===== src/rtl/bcld_pkg.sv =====
`timescale 1ns / 1ps
// Shared types and codes for the button click and long-press detector.
// Used by bcld_regs, button_click_longpress_detector_top and both bench files; no dependencies.
package bcld_pkg;

    localparam int LIMIT_BITS = 16;
    localparam int EXTRA_BITS = 3;
    localparam int KIND_BITS  = 2;
    localparam int COUNT_OUT_BITS = 4;
    localparam int ADDR_BITS  = 4;
    localparam int DATA_BITS  = 32;

    // Register indexes on the configuration port (byte address is 4 * index).
    localparam logic [1:0] REG_CLICK_GAP  = 2'd0;
    localparam logic [1:0] REG_MAX_EXTRA  = 2'd1;
    localparam logic [1:0] REG_LONG_PRESS = 2'd2;
    localparam logic [1:0] REG_VLONG_PRESS = 2'd3;

    // Event codes reported on event_kind.
    localparam logic [KIND_BITS-1:0] KIND_CLICKS        = 2'd0;
    localparam logic [KIND_BITS-1:0] KIND_LONG          = 2'd1;
    localparam logic [KIND_BITS-1:0] KIND_VLONG         = 2'd2;
    localparam logic [KIND_BITS-1:0] KIND_UP_AFTER_LONG = 2'd3;

    typedef struct packed {
        logic [LIMIT_BITS-1:0] click_gap_ticks;
        logic [EXTRA_BITS-1:0] max_extra_clicks;
        logic [LIMIT_BITS-1:0] long_press_ticks;
        logic [LIMIT_BITS-1:0] very_long_press_ticks;
    } cfg_t;

endpackage


===== src/rtl/bcld_regs.sv =====
`timescale 1ns / 1ps
// Configuration register bank behind an APB-style port.
// Depends on bcld_pkg for the register indexes and the cfg_t struct.
module bcld_regs
(
    input  logic                           clk,
    input  logic                           rst_n,
    input  logic                           psel,
    input  logic                           penable,
    input  logic                           pwrite,
    input  logic [bcld_pkg::ADDR_BITS-1:0] paddr,
    input  logic [bcld_pkg::DATA_BITS-1:0] pwdata,
    output logic [bcld_pkg::DATA_BITS-1:0] prdata,
    output logic                           pready,
    output bcld_pkg::cfg_t                 cfg
);

    bcld_pkg::cfg_t cfg_reg;
    logic           wr_en;
    logic [1:0]     reg_index;

    assign pready    = 1'b1;
    assign wr_en     = psel && penable && pwrite;
    assign reg_index = paddr[3:2];
    assign cfg       = cfg_reg;

    always_ff @(posedge clk or negedge rst_n)
    begin
        if (!rst_n)
        begin
            cfg_reg.click_gap_ticks       <= bcld_pkg::LIMIT_BITS'(30);
            cfg_reg.max_extra_clicks      <= bcld_pkg::EXTRA_BITS'(2);
            cfg_reg.long_press_ticks      <= bcld_pkg::LIMIT_BITS'(150);
            cfg_reg.very_long_press_ticks <= bcld_pkg::LIMIT_BITS'(500);
        end
        else if (wr_en)
        begin
            unique case (reg_index)
                bcld_pkg::REG_CLICK_GAP:
                    cfg_reg.click_gap_ticks <= pwdata[bcld_pkg::LIMIT_BITS-1:0];
                bcld_pkg::REG_MAX_EXTRA:
                    cfg_reg.max_extra_clicks <= pwdata[bcld_pkg::EXTRA_BITS-1:0];
                bcld_pkg::REG_LONG_PRESS:
                    cfg_reg.long_press_ticks <= pwdata[bcld_pkg::LIMIT_BITS-1:0];
                bcld_pkg::REG_VLONG_PRESS:
                    cfg_reg.very_long_press_ticks <= pwdata[bcld_pkg::LIMIT_BITS-1:0];
                default: ;
            endcase
        end
    end

    always_comb
    begin
        unique case (reg_index)
            bcld_pkg::REG_CLICK_GAP:
                prdata = bcld_pkg::DATA_BITS'(cfg_reg.click_gap_ticks);
            bcld_pkg::REG_MAX_EXTRA:
                prdata = bcld_pkg::DATA_BITS'(cfg_reg.max_extra_clicks);
            bcld_pkg::REG_LONG_PRESS:
                prdata = bcld_pkg::DATA_BITS'(cfg_reg.long_press_ticks);
            bcld_pkg::REG_VLONG_PRESS:
                prdata = bcld_pkg::DATA_BITS'(cfg_reg.very_long_press_ticks);
            default:
                prdata = '0;
        endcase
    end

endmodule


===== src/rtl/button_click_longpress_detector_top.sv =====
`timescale 1ns / 1ps
// Button multi-click and long-press detector, top level.
// Depends on bcld_pkg and bcld_regs.
//
// One button sample is taken per clock: a sample is accepted whenever the
// result register is empty or its result is being taken in the same cycle,
// and any event it causes appears in the result register on the next cycle.
// The event is computed combinationally from the sample and the registered press
// state and written to the result register. Samples that cause no event
// produce no output transaction. The tick counter is COUNT_BITS wide and
// saturates at all ones, so limits above that value are never reached.
module button_click_longpress_detector_top
#(
    parameter int COUNT_BITS = 16
)
(
    input  logic                                clk,
    input  logic                                rst_n,
    input  logic                                psel,
    input  logic                                penable,
    input  logic                                pwrite,
    input  logic [bcld_pkg::ADDR_BITS-1:0]      paddr,
    input  logic [bcld_pkg::DATA_BITS-1:0]      pwdata,
    output logic [bcld_pkg::DATA_BITS-1:0]      prdata,
    output logic                                pready,
    input  logic                                in_valid,
    output logic                                in_ready,
    input  logic                                button_pressed,
    output logic                                out_valid,
    input  logic                                out_ready,
    output logic [bcld_pkg::KIND_BITS-1:0]      event_kind,
    output logic [bcld_pkg::COUNT_OUT_BITS-1:0] click_count
);

    localparam int CMP_BITS = (COUNT_BITS > bcld_pkg::LIMIT_BITS) ?
                              COUNT_BITS : bcld_pkg::LIMIT_BITS;

    typedef enum logic [1:0] {
        PH_IDLE  = 2'd0,
        PH_DOWN  = 2'd1,
        PH_LONG  = 2'd2,
        PH_VLONG = 2'd3
    } phase_t;

    bcld_pkg::cfg_t cfg;

    phase_t                              phase_reg, phase_next;
    logic                                last_level_reg, last_level_next;
    logic [COUNT_BITS-1:0]               tick_count_reg, tick_count_next;
    logic [bcld_pkg::EXTRA_BITS-1:0]     extra_reg, extra_next;
    logic                                out_valid_reg, out_valid_next;
    logic [bcld_pkg::KIND_BITS-1:0]      kind_reg, kind_next;
    logic [bcld_pkg::COUNT_OUT_BITS-1:0] count_reg, count_next;

    logic                  accept;
    logic [COUNT_BITS-1:0] tick_inc;
    logic [CMP_BITS-1:0]   tick_cmp;

    bcld_regs u_regs
    (
        .clk     (clk),
        .rst_n   (rst_n),
        .psel    (psel),
        .penable (penable),
        .pwrite  (pwrite),
        .paddr   (paddr),
        .pwdata  (pwdata),
        .prdata  (prdata),
        .pready  (pready),
        .cfg     (cfg)
    );

    assign in_ready    = !out_valid_reg || out_ready;
    assign accept      = in_valid && in_ready;
    assign out_valid   = out_valid_reg;
    assign event_kind  = kind_reg;
    assign click_count = count_reg;

    assign tick_inc = (&tick_count_reg) ? tick_count_reg
                                        : tick_count_reg + COUNT_BITS'(1);
    assign tick_cmp = CMP_BITS'(tick_inc);

    always_comb
    begin
        phase_next      = phase_reg;
        last_level_next = last_level_reg;
        tick_count_next = tick_count_reg;
        extra_next      = extra_reg;
        out_valid_next  = out_valid_reg && !out_ready;
        kind_next       = kind_reg;
        count_next      = count_reg;

        if (accept)
        begin
            last_level_next = button_pressed;
            if (button_pressed != last_level_reg)
            begin
                if (!button_pressed)
                begin
                    // Release edge: only a held press ends the gesture here.
                    if (phase_reg == PH_LONG)
                    begin
                        out_valid_next = 1'b1;
                        kind_next      = bcld_pkg::KIND_UP_AFTER_LONG;
                        count_next     = '0;
                    end
                    if (phase_reg == PH_LONG || phase_reg == PH_VLONG)
                    begin
                        phase_next      = PH_IDLE;
                        tick_count_next = '0;
                        extra_next      = '0;
                    end
                end
                else
                begin
                    tick_count_next = '0;
                    if (phase_reg == PH_IDLE)
                        phase_next = PH_DOWN;
                    else if (phase_reg == PH_DOWN && !(&extra_reg))
                        extra_next = extra_reg + bcld_pkg::EXTRA_BITS'(1);
                end
            end
            else
            begin
                tick_count_next = tick_inc;
                if (!button_pressed)
                begin
                    if (phase_reg == PH_DOWN &&
                        (tick_cmp >= CMP_BITS'(cfg.click_gap_ticks) ||
                         extra_reg >= cfg.max_extra_clicks))
                    begin
                        out_valid_next  = 1'b1;
                        kind_next       = bcld_pkg::KIND_CLICKS;
                        count_next      = bcld_pkg::COUNT_OUT_BITS'(extra_reg) +
                                          bcld_pkg::COUNT_OUT_BITS'(1);
                        phase_next      = PH_IDLE;
                        tick_count_next = '0;
                        extra_next      = '0;
                    end
                end
                else if (phase_reg == PH_DOWN)
                begin
                    if (tick_cmp >= CMP_BITS'(cfg.long_press_ticks))
                    begin
                        phase_next     = PH_LONG;
                        out_valid_next = 1'b1;
                        kind_next      = bcld_pkg::KIND_LONG;
                        count_next     = '0;
                    end
                end
                else if (phase_reg == PH_LONG)
                begin
                    if (tick_cmp >= CMP_BITS'(cfg.very_long_press_ticks))
                    begin
                        phase_next     = PH_VLONG;
                        out_valid_next = 1'b1;
                        kind_next      = bcld_pkg::KIND_VLONG;
                        count_next     = '0;
                    end
                end
            end
        end
    end

    always_ff @(posedge clk or negedge rst_n)
    begin
        if (!rst_n)
        begin
            phase_reg      <= PH_IDLE;
            last_level_reg <= 1'b0;
            tick_count_reg <= '0;
            extra_reg      <= '0;
            out_valid_reg  <= 1'b0;
            kind_reg       <= '0;
            count_reg      <= '0;
        end
        else
        begin
            phase_reg      <= phase_next;
            last_level_reg <= last_level_next;
            tick_count_reg <= tick_count_next;
            extra_reg      <= extra_next;
            out_valid_reg  <= out_valid_next;
            kind_reg       <= kind_next;
            count_reg      <= count_next;
        end
    end

    // A new result can only appear as the consequence of an accepted sample.
    a_result_from_sample: assert property (@(posedge clk) disable iff (!rst_n)
        $rose(out_valid) |-> $past(in_valid && in_ready))
        else $error("result appeared without an accepted sample");

    // Only multi-click results carry a press count.
    a_count_matches_kind: assert property (@(posedge clk) disable iff (!rst_n)
        out_valid |-> ((event_kind == bcld_pkg::KIND_CLICKS) == (click_count != '0)))
        else $error("click count inconsistent with event kind");

    // An idle detector holds no pending extra presses.
    a_idle_no_extra: assert property (@(posedge clk) disable iff (!rst_n)
        (phase_reg == PH_IDLE) |-> (extra_reg == '0))
        else $error("extra presses pending while idle");

    // The held phases are only reachable while the button is down.
    a_held_level: assert property (@(posedge clk) disable iff (!rst_n)
        (phase_reg == PH_LONG || phase_reg == PH_VLONG) |-> last_level_reg)
        else $error("long press phase with button released");

endmodule


===== config.mk =====
export PLATFORM = sky130hd
export DESIGN_NAME = button_click_longpress_detector_top
export DESIGN_NICKNAME = d
export VERILOG_FILES = /design/src/rtl/bcld_pkg.sv /design/src/rtl/bcld_regs.sv /design/src/rtl/button_click_longpress_detector_top.sv
export SDC_FILE = /design/constraint.sdc
export NUM_CORES = 1
export LEC_CHECK = 0
export BUFFER_PORTS_ARGS = -buffer_cell sky130_fd_sc_hd__buf_2
export CORE_MARGIN = 1
export CORE_UTILIZATION = 62
export DETAILED_ROUTE_END_ITERATION = 7
export MAX_ROUTING_LAYER = met4
export PLACE_DENSITY = 0.86
export RECOVER_POWER = 25
export SYNTH_ARGS = -nofsm -noshare
export SYNTH_HDL_FRONTEND = slang
export SYNTH_SLANG_ARGS = --single-unit

===== constraint.sdc =====
create_clock -name clk -period 7.6 [get_ports clk]
set_input_delay 0.76 -clock clk [delete_from_list [all_inputs] [get_ports clk]]
set_output_delay 0.76 -clock clk [all_outputs]
set_load 0.005 [all_outputs]

==> summary.txt, run 1 <==
Status = finished with violations
Violated checks = capacitance limit, slew limit
Fmax achieved = 215 MHz
Post-Route Setup TNS = 0 ns
Pre-Repair DR Iteration Count = 6
WP data arrival = 4.93 ns
Core area = 0.00830 mm^2
Crit path cell chain = ha_1 > and3_1 > nand3_1 > nor2_1 > nor2_1 > nand3_1 > xnor2_1 > ha_1 > a21oi_1 > o21ai_0 > a211oi_1 > a31oi_1 > a21oi_1 > a21oi_1 > o21ai_0
Synth Area per Inst = 9.03 um^2
Worst slew pin tran = 4.28 ns
Clock transition at path regs = 0.09 ns
Top cells by count, synth = nand2_1 (75), inv_1 (74), dfrtp_1 (65)
Final hold violations = 0
Chip width = 95.3 um
RSZ-0062 raised after global routing = no
Vias in the first global route = 4317
Crit path top cell by count = a21oi_1
Static Leak = 2.87 nW
Final Skew = 0.0157 ns
Fillers = 635
Clock latency on the worst-skew pair = 0.37 ns
DR vias = 4435
Crit Path Class = flop to flop
Post-CTS Setup Bufs = 0
Syn. warnings = 0
Share of cells above drive strength 1 = 16.9%
Top cells by area, synth = dfrtp_1 (30%), ha_1 (14%), dfstp_2 (7.3%), o21ai_0 (5.6%), nand2_1 (5.2%)
Die Area = 0.00907 mm^2
Dpl cells = 729
Worst slew margin = -185%
# IOs = 85
Num Clock Sinks = 80
Cts hold-fix bufs = 0
Worst Hold Class = flop to flop
Antenna-violating nets left = 0
Count leader, synth = nand2_1
CP max stage cell = a21oi_1
Max IR drop VDD = 0.142 mV
Synth Area in Compound Gates = 15.2%
Post-CTS sizing = 0
CTS tree = built
Post-synth top area share = 30.2%
Worst Setup End Kind = flop
Post-synth ARST share = 100%
Final setup viols = 0
Initial antenna violation count = 0
First-pass GRT wire length = 20.4 mm
1st-iter DRT viols = 356
Max reg flops = 51
Pin count of the biggest net entering global routing = 81
Wirelength per Cell = 16.6 um
Starting Density = 65.0%
Unique cell type count in the Yosys netlist = 52
Final HPWL DP = 9.07 mm
Vias per cell = 5.95
Post-synthesis adder-cell area fraction = 14.4%
End-of-flow core utilization = 70.2%
Multiplexer share of the synthesized area = 9.03%
Row Count = 33
Peak fanout along the critical path = 10
Pwr/cell area = 254 mW/mm^2
Drt drc = 0
Layout Nets = 741
Max Cap Violations = 1
Remaining Overflow, GRT = 0
Area leader, netlist = dfrtp_1
Post-synth EDFFs = 0
Sequential area share after synthesis = 37.5%
Placer Congestion = 0.866
Layout Area Growth over Synthesis = 8.10%
Min Clock Period, post-route = 4.66 ns
Number of I/O port buffers = 49
Clock Path Buffers = 2
Final non-filler cell total = 745
Period utilization = 61.3%
Largest stage delay on the critical path = 0.79 ns
XOR/XNOR share of the synthesized area = 1.46%
Mapped Area = 0.00539 mm^2
Worst Path Required = 7.87 ns
ANT cells = 0
R2r setup slk = 2.94 ns
Routed wire length = 12.4 mm
Post-synthesis register bit count = 80
Simple-gate share of the synthesized area = 13.2%
Num CTS Buffers = 9
H-tree depth = 3
Final Slew Violations = 81
Most common flop cell mapped by yosys = dfrtp_1
Critical path startpoint category = flop
Die Height = 95.3 um
GRT Util Overall = 30.4%
Root buf cell = clkbuf_8
Main combinational cell family by area after synthesis = compound AO/OA/AOI/OAI gates
Synthesized instance count = 597
-- placed cells by master (no fill, tap or decap), types with 15 or more instances in the layout --
| master | netlist | routed |
|---|---|---|
| nor2_1 | 18 | 17 |
| mux2_2 | 19 | 19 |
| inv_1 | 74 | 74 |
| ha_1 | 62 | 62 |
| o21ai_0 | 60 | 60 |
| a21oi_1 | 32 | 32 |
| mux2i_1 | 19 | 19 |
| conb_1 | 2 | 17 |
| dfrtp_1 | 65 | 65 |
| buf_2 | 0 | 47 |
| nand2_1 | 75 | 75 |
| dfstp_2 | 15 | 15 |
-- routing by layer --
layer / vias up / track usage [%] / wire (um)
met1: 2143 / 36.4 / 5240
met2: 143 / 50.7 / 6260
met3: 33 / 4.23 / 529
met4: 0 / 14.0 / 337
met5: - / - / 0
li1: 2116 / - / -
-- final timing paths --
kind / cells past startpoint / end / from
worst min register to register: 1 / click_count[0] / click_count[0]
worst max-delay path: 15 / tick_count_reg[9] / tick_count_reg[1]
worst max register to register: 15 / tick_count_reg[9] / tick_count_reg[1]
worst min-delay path: 1 / click_count[0] / click_count[0]
min in group asynchronous: 1 / u_regs.cfg[3] / rst_n
max in group asynchronous: 1 / tick_count_reg[8] / rst_n
-- area by class of cell --
cell class	count	area, um^2	area share [%]
Clock inverter	6	67.6	1.16
Sequential cell	80	2020	34.7
Clock buffer	10	138	2.36
Inverter	74	278	4.77
Tap cell	105	131	2.25
Timing Repair Buffer	50	250	4.29
Multi-Input combinational cell	420	2940	50.5
-- kinds of logic (layout without fill, tap and decap cells) --
group / count (synthesis) / count (layout)
AND/OR/NAND/NOR: 150 / 150
AO/OA/AOI/OAI: 140 / 140
buffers and inverters: 112 / 140
flip-flops: 80 / 80
adder cells (fa/ha/maj): 62 / 62
multiplexers: 42 / 42
XOR/XNOR: 9 / 9
other: 2 / 17
-- worst max-delay path: cells and delay by family (launching register included) --
| kind | cells | cell delay (ns) |
|---|---|---|
| flops | 1 | 0.41 |
| xor+xnor | 1 | 0.23 |
| fa+ha+maj | 2 | 0.55 |
| simple gates | 5 | 1.28 |
| compound gates | 7 | 2.12 |
-- metrics by stage --
step	setup WS, ns	cell area, um^2	power, W	hold WS, ns
final	2.94	5830	0.00148	0.517
after floorplan	3.79	5450	0.000972	0.459
after global routing	2.51	5830	0.00158	0.536
after global placement	3.25	5630	0.00110	0.475
after detailed placement	3.12	5630	0.00114	0.502
after CTS	3.04	5830	0.00147	0.523
-- where the power goes --
part,total (W),internal (W),switching (W)
Sequential,0.000604,0.000536,0.0000677
Combinational,0.000540,0.000225,0.000315
Clock,0.000334,0.000162,0.000172
(Power assumes the default switching activity.)
==> inputs of run 2 (changes only) <==
--- a/config.mk
+++ b/config.mk
@@ -7,10 +7,10 @@
 export LEC_CHECK = 0
 export BUFFER_PORTS_ARGS = -buffer_cell sky130_fd_sc_hd__buf_2
 export CORE_MARGIN = 1
-export CORE_UTILIZATION = 62
+export CORE_UTILIZATION = 58
 export DETAILED_ROUTE_END_ITERATION = 7
 export MAX_ROUTING_LAYER = met4
-export PLACE_DENSITY = 0.86
+export PLACE_DENSITY = 0.81
 export RECOVER_POWER = 25
 export SYNTH_ARGS = -nofsm -noshare
 export SYNTH_HDL_FRONTEND = slang
==> constraint.sdc (replaced) <==
create_clock -name clk -period 4.81 [get_ports clk]
set_input_delay 0.481 -clock clk [delete_from_list [all_inputs] [get_ports clk]]
set_output_delay 0.481 -clock clk [all_outputs]
set_load 0.005 [all_outputs]
==> run 2 against run 1 <==
Compared with the run above: the flow finishes with violations (DRC, capacitance limit, slew limit); final cell count increased by 0.67%; fmax increased by 6.2%; design area about the same; setup slack got worse by 2.5 ns; utilization decreased by 4.3 points; total power is 55% higher; critical path type unchanged; critical endpoint is now click_count[0]; largest cell class unchanged; largest power group unchanged.
==> summary.txt, run 2 (synthesis results as in run 1) <==
Num CTS Buffers = 9
Layout Nets = 743
Core area = 0.00885 mm^2
Pre-Repair DR Iteration Count = 8
First-pass GRT wire length = 20.4 mm
Final hold violations = 0
Max reg flops = 51
Placer Congestion = 0.927
Commonest cells after routing, fill and taps aside = nand2_1 (75), inv_1 (74), dfrtp_1 (65), ha_1 (62), o21ai_0 (60)
DR vias = 4391
H-tree depth = 3
Status = finished with violations
Final Slew Violations = 81
Worst slew margin = -31.4%
DR WL met2 = 6.14 mm
Clock Path Buffers = 2
Max Cap Violations = 1
Crit Path Class = flop to flop
Antenna-violating nets left = 0
Min Clock Period, post-route = 4.39 ns
Clock latency on the worst-skew pair = 0.37 ns
Most common cell after layout, fill and taps aside = nand2_1
Worst Setup End Kind = flop
DR top layer = met4
Post-CTS Setup Bufs = 0
ANT cells = 0
Area post-placement = 0.00564 mm^2
Post-CTS sizing = 0
Worst Path Required = 5.08 ns
Drt drc = 3
Layout Area Growth over Synthesis = 8.17%
Row Count = 34
Pwr/cell area = 392 mW/mm^2
Pin count of the biggest net entering global routing = 81
# IOs = 85
Post-Route Setup TNS = 0 ns
Crit path buffers/inverters = 0
Power, Total = 0.00229 W
Met1 wire length = 5.24 mm
Number of I/O port buffers = 49
Period utilization = 91.2%
Final non-filler cell total = 750
CTS tree = built
Worst Hold Class = input pin to flop
Crit path cell chain = ha_1 > and3_1 > nand3_1 > nor2_2 > nor2_1 > nand3_1 > xnor2_1 > ha_1 > nand2_1 > or3_1 > o221ai_1 > a221o_2 > a21oi_1 > or4b_1 > mux2_4
Root buf cell = clkbuf_8
Remaining Overflow, GRT = 0
Chip width = 98.4 um
1st-iter DRT viols = 233
Max IR drop VDD = 0.198 mV
Initial antenna violation count = 0
Final Skew = 0.0144 ns
Wirelength per Cell = 16.3 um
CP max stage cell = or4b_1
Final setup viols = 0
GRT Util Overall = 27.6%
Kind of cell adding the most delay to the critical path = simple AND/OR/NAND/NOR gates
Final HPWL DP = 9.06 mm
Design area = 0.00583 mm^2
Clock transition at path regs = 0.09 ns
Violated checks = DRC, capacitance limit, slew limit
Critical path startpoint category = flop
Dpl cells = 734
RSZ-0062 raised after global routing = no
Num Clock Sinks = 80
Die Height = 98.4 um
Peak fanout along the critical path = 8
Largest stage delay on the critical path = 0.70 ns
Fmax achieved = 228 MHz
Static Leak = 2.88 nW
Starting Density = 60.9%
WP data arrival = 4.65 ns
Vias in the first global route = 4326
Cts hold-fix bufs = 0
Die Area = 0.00969 mm^2
Share of cells above drive strength 1 = 17.4%
Vias per cell = 5.85
Worst slew pin tran = 1.97 ns
Met3 wire len = 608 um
Routed wire length = 12.2 mm
## run 2: worst reg2reg max path: stages, from the launching register on
cell and delay, ns:
dfrtp_1 0.42, ha_1 0.25, and3_1 0.21, nand3_1 0.15, nor2_2 0.12, nor2_1 0.32, nand3_1 0.19, xnor2_1 0.23
ha_1 0.33, nand2_1 0.05, or3_1 0.33, o221ai_1 0.26, a221o_2 0.27, a21oi_1 0.08, or4b_1 0.71, mux2_4 0.36
## run 2: area by class of cell
type                            instances  area, um^2
Inverter                               74         278
Sequential cell                        80        2020
Clock buffer                           10         138
Timing Repair Buffer                   52         268
Fill cell                             690        3020
Tap cell                              108         135
Clock inverter                          6        50.0
Multi-Input combinational cell        420        2940
## run 2: power breakdown
group,internal [W],switching (W)
Combinational,0.000356,0.000492
Clock,0.000207,0.000279
Sequential,0.000848,0.000105
## run 2: final timing paths
path	slack (ns)	end	from	cells after the start
worst max-delay path	0.42	click_count[0]	tick_count_reg[0]	15
worst min-delay path	0.33	u_regs.cfg[4]	pwdata[4]	3
worst max register to register	0.42	click_count[0]	tick_count_reg[0]	15
worst min register to register	0.52	click_count[3]	click_count[3]	2
max in group asynchronous	2.99	tick_count_reg[11]	rst_n	1
min in group asynchronous	0.65	u_regs.cfg[19]	rst_n	1
## run 2: metrics by stage
step | setup slack [ns] | hold WS [ns] | utilization, %
6_report | 0.424 | 0.333 | 65.9
4_1_cts | 0.320 | 0.316 | 65.9
3_3_place_gp | 0.488 | 0.475 | 63.8
2_1_floorplan | 0.996 | 0.185 | -
5_1_grt | 0.177 | 0.356 | 65.9
3_5_place_dp | 0.375 | 0.503 | 63.8
## run 2: layer usage
metal,GRT usage [%],vias to the layer above
met5,-,-
met4,9.53,0
met3,3.90,21
met2,46.9,131
met1,33.9,2104
li1,-,2135
==> inputs of run 3 (changes only) <==
--- a/config.mk
+++ b/config.mk
@@ -5,12 +5,14 @@
 export SDC_FILE = /design/constraint.sdc
 export NUM_CORES = 1
 export LEC_CHECK = 0
+export ABC_CLOCK_PERIOD_IN_PS = 4810
 export BUFFER_PORTS_ARGS = -buffer_cell sky130_fd_sc_hd__buf_2
 export CORE_MARGIN = 1
-export CORE_UTILIZATION = 58
+export CORE_UTILIZATION = 59
+export CTS_BUF_LIST = sky130_fd_sc_hd__clkbuf_8
 export DETAILED_ROUTE_END_ITERATION = 7
 export MAX_ROUTING_LAYER = met4
-export PLACE_DENSITY = 0.81
+export PLACE_DENSITY = 0.83
 export RECOVER_POWER = 25
 export SYNTH_ARGS = -nofsm -noshare
 export SYNTH_HDL_FRONTEND = slang
==> run 3 against run 2 <==
Compared with the run above: the flow finishes with violations (capacitance limit, slew limit); combinational power decreased by 0.5%; first-iteration DRC count is 1.3% lower; die area down 1.7%; sequential share of layout area is 0.096 points lower; clock skew is 0.0015 ns higher; utilization rose by 0.83 points; routed wire length shrank 0.69%; hold slack improved by 0.018 ns; total power rose by 0.66%; sequential power about the same; largest cell class unchanged.
==> summary.txt, run 3 (synthesis results as in run 1) <==
Worst R2R End = click_count[0]
Final Slew Violations = 81
Met3 wire len = 552 um
Fillers = 674
Vias per cell = 5.93
WP data arrival = 4.67 ns
Placer Congestion = 0.864
Worst Path Required = 5.06 ns
Static Leak = 2.89 nW
DR vias = 4450
ANT cells = 0
Reg-to-reg startpoint = tick_count_reg[0]
Num CTS Buffers = 9
Clock transition at path regs = 0.09 ns
Die Area = 0.00952 mm^2
Routed wire length = 12.1 mm
Worst slew pin tran = 1.99 ns
Worst slew margin = -32.8%
Peak fanout along the critical path = 8
H-tree depth = 3
DR WL met2 = 6.25 mm
RSZ-0062 raised after global routing = no
Layout Area Growth over Synthesis = 8.47%
Max IR drop VDD = 0.219 mV
Starting Density = 61.5%
Final hold violations = 0
GRT Util Overall = 28.0%
Worst setup path endpoint = click_count[0]
CTS tree = built
Drt drc = 0
Post-Route Setup TNS = 0 ns
Crit Path Class = flop to flop
Antenna-violating nets left = 0
Min Clock Period, post-route = 4.42 ns
Remaining Overflow, GRT = 0
Reg2Reg Depth = 14
Clock latency on the worst-skew pair = 0.36 ns
Vias in the first global route = 4495
Critical path startpoint category = flop
Root buf cell = clkbuf_8
Final setup viols = 0
Pwr/cell area = 394 mW/mm^2
Worst Setup End Kind = flop
Share of cells above drive strength 1 = 17.4%
Commonest cells after routing, fill and taps aside = inv_1 (75), nand2_1 (75), dfrtp_1 (65), ha_1 (62), o21ai_0 (60)
First-pass GRT wire length = 21.0 mm
Wirelength per Cell = 16.2 um
Max Cap Violations = 1
Met1 wire length = 5.14 mm
Status = finished with violations
Power, Total = 0.00230 W
Die Height = 97.6 um
Final HPWL DP = 8.96 mm
R2r setup slk = 0.39 ns
Violated checks = capacitance limit, slew limit
Multi-input logic area = 0.00295 mm^2
Period utilization = 92.0%
DR top layer = met4
Number of I/O port buffers = 49
Crit path launch = tick_count_reg[0]
Chip width = 97.6 um
Pre-Repair DR Iteration Count = 5
1st-iter DRT viols = 230
Pin count of the biggest net entering global routing = 81
Fmax achieved = 226 MHz
Final Skew = 0.0159 ns
Initial antenna violation count = 0
Post-CTS Setup Bufs = 0
Num Clock Sinks = 80
Worst Hold Class = input pin to flop
# IOs = 85
Layout Nets = 743
Clock Path Buffers = 2
Core area = 0.00876 mm^2
Row Count = 34
Register area = 0.00202 mm^2
Max reg flops = 51
## run 3: where the power goes
part	internal, W	switching [W]
registers	0.000848	0.000107
clock network	0.000251	0.000251
logic	0.000358	0.000487
## run 3: cell type report
type | instances | area share (%)
multi-input combinational | 420 | 50.4
sequential | 80 | 34.6
inverter | 74 | 4.75
timing repair buffer | 52 | 4.58
clock buffer | 10 | 2.35
tap | 108 | 2.31
clock inverter | 6 | 1.03
## run 3: per-layer routing
metal | global-route usage (%) | vias to the layer above
met5 | - | -
met4 | 8.60 | 0
met3 | 5.04 | 25
met2 | 48.7 | 149
met1 | 32.9 | 2148
li1 | - | 2128
## run 3: worst min-delay path by stage
stage / start / endpoint / depth (start not counted)
global placement: tick_count_reg[12] / tick_count_reg[12] / 2
finish: pwdata[4] / u_regs.cfg[4] / 3
detailed placement: tick_count_reg[12] / tick_count_reg[12] / 2
global route: pwdata[7] / u_regs.cfg[7] / 3
CTS: rst_n / u_regs.cfg[34] / 1
floorplan: rst_n / click_count[0] / 0
## run 3: worst max-delay path, stage by stage, from the launching register on
cell,delay (ns)
dfrtp_1,0.43
ha_1,0.25
and3_1,0.20
nand3_1,0.15
nor2_2,0.12
nor2_1,0.31
nand4_1,0.22
xnor2_1,0.23
ha_1,0.33
nand4_1,0.08
o311ai_0,0.69
a21oi_1,0.20
nand2_1,0.14
or4b_1,0.62
mux2_4,0.35
## run 3: timing repair
action	in CTS	in global routing
hold buffers	0	0
gates resized for setup	0	2
endpoints found under the setup margin	0	1
## run 3: per-stage QoR
step | setup WS (ns) | cell area (um^2) | cells | utilization [%] | hold slack, ns
6_report | 0.387 | 5850 | 750 | 66.7 | 0.351
4_1_cts | 0.316 | 5840 | 750 | 66.7 | 0.338
2_1_floorplan | 0.996 | 5450 | 612 | - | 0.185
5_1_grt | 0.152 | 5850 | 750 | 66.7 | 0.362
3_5_place_dp | 0.383 | 5640 | 734 | 64.4 | 0.490
3_3_place_gp | 0.470 | 5640 | 734 | 64.4 | 0.476
